**config.mk**
```make
export PLATFORM = sky130hd
export DESIGN_NAME = ladq_ctrl
export DESIGN_NICKNAME = d
export VERILOG_FILES = /design/src/rtl/core/ladq_pkg.sv /design/src/rtl/core/ladq_ctrl.sv
export SDC_FILE = /design/constraint.sdc
export NUM_CORES = 1
export LEC_CHECK = 0
export ABC_AREA = 1
export BUFFER_PORTS_ARGS = -buffer_cell sky130_fd_sc_hd__buf_4
export CELL_PAD_IN_SITES_DETAIL_PLACEMENT = 1
export CELL_PAD_IN_SITES_GLOBAL_PLACEMENT = 2
export CORE_MARGIN = 5
export CORE_UTILIZATION = 16
export DETAILED_ROUTE_END_ITERATION = 8
export PLACE_DENSITY_LB_ADDON = 0.1
export SETUP_SLACK_MARGIN = 0.1
export SLEW_MARGIN = 20
export SYNTH_ARGS = -nofsm -noshare
export SYNTH_HDL_FRONTEND = slang
export SYNTH_SLANG_ARGS = --single-unit
```
**constraint.sdc**
```tcl
create_clock -name clk -period 1.32 [get_ports clk]
set_input_delay 0.132 -clock clk [delete_from_list [all_inputs] [get_ports clk]]
set_output_delay 0.132 -clock clk [all_outputs]
set_load 0.02 [all_outputs]
```
**src/rtl/core/ladq_pkg.sv**
```systemverilog
// shared types and constants of the line assembler
package ladq_pkg;

    localparam int CFG_IDX_W  = 1;
    localparam int CFG_DATA_W = 1;

    localparam logic [CFG_IDX_W-1:0] REG_SERIAL_EN = 1'b0;
    localparam logic [CFG_IDX_W-1:0] REG_IR_EN     = 1'b1;

    localparam logic [7:0] CH_LF = 8'd10;
    localparam logic [7:0] CH_CR = 8'd13;

    typedef enum logic [1:0] {
        CMD_SERIAL = 2'd0,
        CMD_IR     = 2'd1,
        CMD_READ   = 2'd2
    } cmd_t;

    typedef enum logic [2:0] {
        ST_IDLE    = 3'd0,
        ST_DECODE  = 3'd1,
        ST_PUSH    = 3'd2,
        ST_POOL_RD = 3'd3,
        ST_FINISH  = 3'd4
    } state_t;

    typedef struct packed {
        logic latch_item;
        logic append_byte;
        logic push_serial;
        logic push_remote;
        logic deliver_remote;
        logic deliver_pool;
        logic load_result;
    } ctrl_t;

    typedef struct packed {
        cmd_t cmd;
        logic serial_en;
        logic ir_en;
        logic is_term;
        logic len_zero;
        logic len_full;
        logic code_nonzero;
        logic queue_nonempty;
        logic head_remote;
        logic res_free;
    } stat_t;

endpackage

```
**src/rtl/core/ladq_ctrl.sv**
```systemverilog
// sequencer of the line assembler: one item at a time
module ladq_ctrl (
    input  logic            clk,
    input  logic            rst_n,
    input  logic            in_valid,
    output logic            in_stall,
    input  ladq_pkg::stat_t stat,
    output ladq_pkg::ctrl_t ctrl
);

    ladq_pkg::state_t state_reg;
    ladq_pkg::state_t state_next;

    always_ff @(posedge clk or negedge rst_n)
    begin
        if (!rst_n)
        begin
            state_reg <= ladq_pkg::ST_IDLE;
        end
        else
        begin
            state_reg <= state_next;
        end
    end

    always_comb
    begin
        state_next = state_reg;
        ctrl       = '0;
        in_stall   = 1'b1;
        unique case (state_reg)
            ladq_pkg::ST_IDLE:
            begin
                in_stall = 1'b0;
                if (in_valid)
                begin
                    ctrl.latch_item = 1'b1;
                    state_next      = ladq_pkg::ST_DECODE;
                end
            end
            ladq_pkg::ST_DECODE:
            begin
                state_next = ladq_pkg::ST_FINISH;
                unique case (stat.cmd)
                    ladq_pkg::CMD_SERIAL:
                    begin
                        if (stat.serial_en)
                        begin
                            if (stat.is_term)
                            begin
                                if (!stat.len_zero)
                                begin
                                    state_next = ladq_pkg::ST_PUSH;
                                end
                            end
                            else if (!stat.len_full)
                            begin
                                ctrl.append_byte = 1'b1;
                            end
                        end
                    end
                    ladq_pkg::CMD_IR:
                    begin
                        if (stat.ir_en && stat.code_nonzero)
                        begin
                            state_next = ladq_pkg::ST_PUSH;
                        end
                    end
                    ladq_pkg::CMD_READ:
                    begin
                        if (stat.queue_nonempty)
                        begin
                            if (stat.head_remote)
                            begin
                                ctrl.deliver_remote = 1'b1;
                            end
                            else
                            begin
                                state_next = ladq_pkg::ST_POOL_RD;
                            end
                        end
                    end
                    default:
                    begin
                        state_next = ladq_pkg::ST_FINISH;
                    end
                endcase
            end
            ladq_pkg::ST_PUSH:
            begin
                if (stat.cmd == ladq_pkg::CMD_SERIAL)
                begin
                    ctrl.push_serial = 1'b1;
                end
                else
                begin
                    ctrl.push_remote = 1'b1;
                end
                state_next = ladq_pkg::ST_FINISH;
            end
            ladq_pkg::ST_POOL_RD:
            begin
                ctrl.deliver_pool = 1'b1;
                state_next        = ladq_pkg::ST_FINISH;
            end
            ladq_pkg::ST_FINISH:
            begin
                if (stat.res_free)
                begin
                    ctrl.load_result = 1'b1;
                    state_next       = ladq_pkg::ST_IDLE;
                end
            end
            default:
            begin
                state_next = ladq_pkg::ST_IDLE;
            end
        endcase
    end

endmodule

```
After elaboration in Yosys (flattened, before gate mapping) --
Cells that the tools add are included.
Operators by class: equal/unequal tests 8, muxes and demuxes 28, reduce and logical (&&, ||, !) cells 5
Operators by type and width (count):
- 3-bit 2-to-1 mux | 8
- 1-bit 2-to-1 mux | 17
- 3-bit one-hot mux with 4 select lines | 1
- 3-bit one-hot mux with 3 select lines | 1
- 3-bit by 2-bit equality test with 1-bit output, second input constant | 2
- 2-bit != test, second input constant | 2
- 3-bit by 1-bit equality test with 1-bit output, second input constant | 1
- 3-bit equality test, second input constant | 1
- 3-bit logical NOT | 1
- 2-bit by 1-bit equality test with 1-bit output, second input constant | 1
- 2-bit equality test, second input constant | 1
- 2-bit logical NOT | 1
- 2-bit 2-to-1 mux | 1
- 2-bit AND reduction | 1
- 2-bit OR reduction | 1
- 1-bit logical AND | 1
Storage, ports and cells: register bits after elaboration 3, bits of input ports 14, output and inout port bits 8, word-level logic and storage cells 42

Logic depth before layout (Yosys ltp) --
depth in word-level cells 5, mapped depth 6, mapped depth without buffers 6

Worst setup path before layout --
OpenSTA, ideal clock, no wires.
path type reg2out, from reg state_reg[1], to out ctrl[0] in the netlist's numbering, arrival 1159 ps, required time 1188 ps, path slack 29 ps, stages on the path, launching flop included 2, buffers on the path 0, cell sequence dfrtp_1 > nor4_1
RTL lines:
- start, declared | RTL line ladq_ctrl.sv:11 | ladq_pkg::state_t state_reg;
- start signal, assigned | RTL line ladq_ctrl.sv:18 | state_reg <= ladq_pkg::ST_IDLE;
- start signal, assigned | RTL line ladq_ctrl.sv:22 | state_reg <= state_next;
- end, declared | RTL line ladq_ctrl.sv:8 | output ladq_pkg::ctrl_t ctrl

==> out/metrics.cfg <==
[outcome]
outcome=completed

[setup_path]
start_kind=flip-flop
critPathBufInv=1
slowest_stage=dfrtp_2
worstPathMaxFanout=4
cp_top_family=flip-flops
cpPeakStageDelay_ns=0.44
crit_arrival_ns=1.17
endpoint_kind=primary output
critPathRequiredTime_ns=1.19
critical_path_class=reg -> out
crit_chain=nor2_4 -> nand2_4 -> nor3_2 -> buf_4

[logic_synthesis]
ys_ff_latch=3
synth_area_per_cell_um2=5.867
ys_warn_count=0
synthDistinctLibCells=12
syn_inst=45
yosysTopAreaCellShare_pct=28.44
yosysSeqAreaShare_pct=28.44
syn-num-nets=59
yosys.area.top_type=dfrtp_1
synth_area_um2=264.0
synthTopCellsByArea=dfrtp_1, nor2_1, nand2_1

[sta]
period_minus_slack_ns=1.302
fmax_mhz=768.2
fin_crit_sh_pct=98.61
worst_pin_slew_ns=0.1971
finalHoldViolCount=0
finalMaxSlewViolations=0
rsz0062_at_grt=true
finalSetupViolCount=0
skew_ns=0.00001849
slew_headroom_pct=86.75

[detailed_routing]
drc_errors=0
ant_nets=0
first_iter_violations=3
vias_per_cell=4.152
drtPass1Iterations=3
drt-total-wl_um=997
avgRoutedWirePerCell_um=10.84
vias=382

[placement]
io_buffers=21
place_congestion=0.7140
hpwl_um=806.5
placed_area_um2=455.4

[floorplanning]
rows=14
die_w_um=50.62
start_util_pct=17.13
core_um2=1541
die_h_um=50.62
ios=22
die_area_um2=2562

[clock_network]
cts_tree=yes
cts_buffer_depth=2
clk_latency_ns=0.24
clkSlewWorstSetupHoldPaths_ns=0.04
cts_buffers=3
cts_root_buffer=clkbuf_4
h-tree-depth=1
clock-sinks=3

[global_route]
track_usage_pct=8.532
grt_overflow_total=0
grt_pass1_vias=422
grt_max_degree=5
grt_pass1_wl_um=1656
antenna_found_initial=0

[layout]
post_route_cells_drive_above_1_share_pct=50.00
insertedDiodeCount=0
nets=91
most-common-layout-cells=buf_4, nor2_1, nand2_1
fillCellCount=198
layout_commonest_cell=buf_4
design_area_um2=549.3
largest_reg_flops=3
area_delta_synth_final_pct=108.1

[power_and_ir_drop]
p_leak_uw=0.0002864
ir_drop_v=0.0005271
power.total_uw=781.2
pwr_density_cell_nw_per_um2=1422

[flow_run]
cap_violations=0

[worst_hold_path]
hold_class=in -> reg

## power breakdown
group          switching (µW)  internal, µW
clock                    50.8           113
combinational             247           211
sequential               34.4           124
## logic make-up (layout without fill, tap and decap cells)
| group | count (synthesis) | after routing | share of synthesized area (%) |
|---|---|---|---|
| DFF | 3 | 3 | 28.44 |
| and+or+nand+nor | 31 | 31 | 52.61 |
| buffers and inverters | 7 | 38 | 9.954 |
| AOI/OAI and AO/OA | 4 | 4 | 9.004 |
## per-layer routing
metal | part of all wire [%] | up-vias | track usage, %
li1 | - | 202 | -
met1 | 42 | 163 | 10.16
met2 | 48 | 15 | 12.40
met3 | 8.3 | 2 | 3.846
met4 | 1.7 | 0 | 5.106
met5 | 0 | - | 0
## tightest hold or removal path, delay by kind of cell
| family | cells | cell delay [ns] |
|---|---|---|
| AOI/OAI and AO/OA | 1 | 0.06 |
| buffers and inverters | 1 | 0.08 |
| and+or+nand+nor | 2 | 0.10 |
## synthesized netlist by cell type
cell	number
nand2_2	2
nor2_4	1
a21oi_2	1
a21oi_1	2
inv_1	7
nor3_1	2
o21ai_1	1
nand3_1	4
nor2_1	11
dfrtp_1	3
nand2_1	10
nor4_1	1
## worst paths after layout
check | slack, ns | start | endpoint | depth (start not counted)
setup / recovery | 0.02 | state_reg[1]$_DFFE_PN0P_ | ctrl[2] | 4
hold / removal | 0.17 | stat[5] | state_reg[1]$_DFFE_PN0P_ | 4
setup reg to reg | 0.22 | state_reg[1]$_DFFE_PN0P_ | state_reg[2]$_DFFE_PN0P_ | 6
hold reg to reg | 0.67 | state_reg[0]$_DFFE_PN0P_ | state_reg[0]$_DFFE_PN0P_ | 3
max in group asynchronous | 1.00 | rst_n | state_reg[1]$_DFFE_PN0P_ | 2
min in group asynchronous | 0.22 | rst_n | state_reg[2]$_DFFE_PN0P_ | 2
## layout make-up
type / count / area (µm²) / share of cell area [%]
Tap cell: 16 / 20.02 / 3.645
Multi-Input combinational cell: 35 / 191.4 / 34.85
Clock buffer: 4 / 26.28 / 4.784
Sequential cell: 3 / 76.32 / 13.90
Timing Repair Buffer: 27 / 209.0 / 38.04
Inverter: 7 / 26.28 / 4.784
## per-stage QoR
stage / TNS [ns] / setup slack [ns] / hold WS (ns) / instances / util, %
after floorplan: 0 / 0.09737 / -0.1636 / 45 / -
after global placement: 0 / 0.1720 / -0.07800 / 83 / 29.55
after detailed placement: 0 / 0.1943 / -0.07482 / 83 / 29.55
after CTS: -0.01919 / -0.009209 / 0.1610 / 92 / 34.98
after global routing: -0.1857 / -0.05316 / 0.1863 / 92 / 35.63
final: 0 / 0.01832 / 0.1681 / 92 / 35.63
## what timing repair did
item	CTS	global route
pin swaps	2	4
hold buffers	1	0
buffers inserted	4	0
endpoints found under the setup margin	8	8
resized for setup	5	2
endpoints found under the hold margin	3	0
Power figures use the tool's default switching activity.
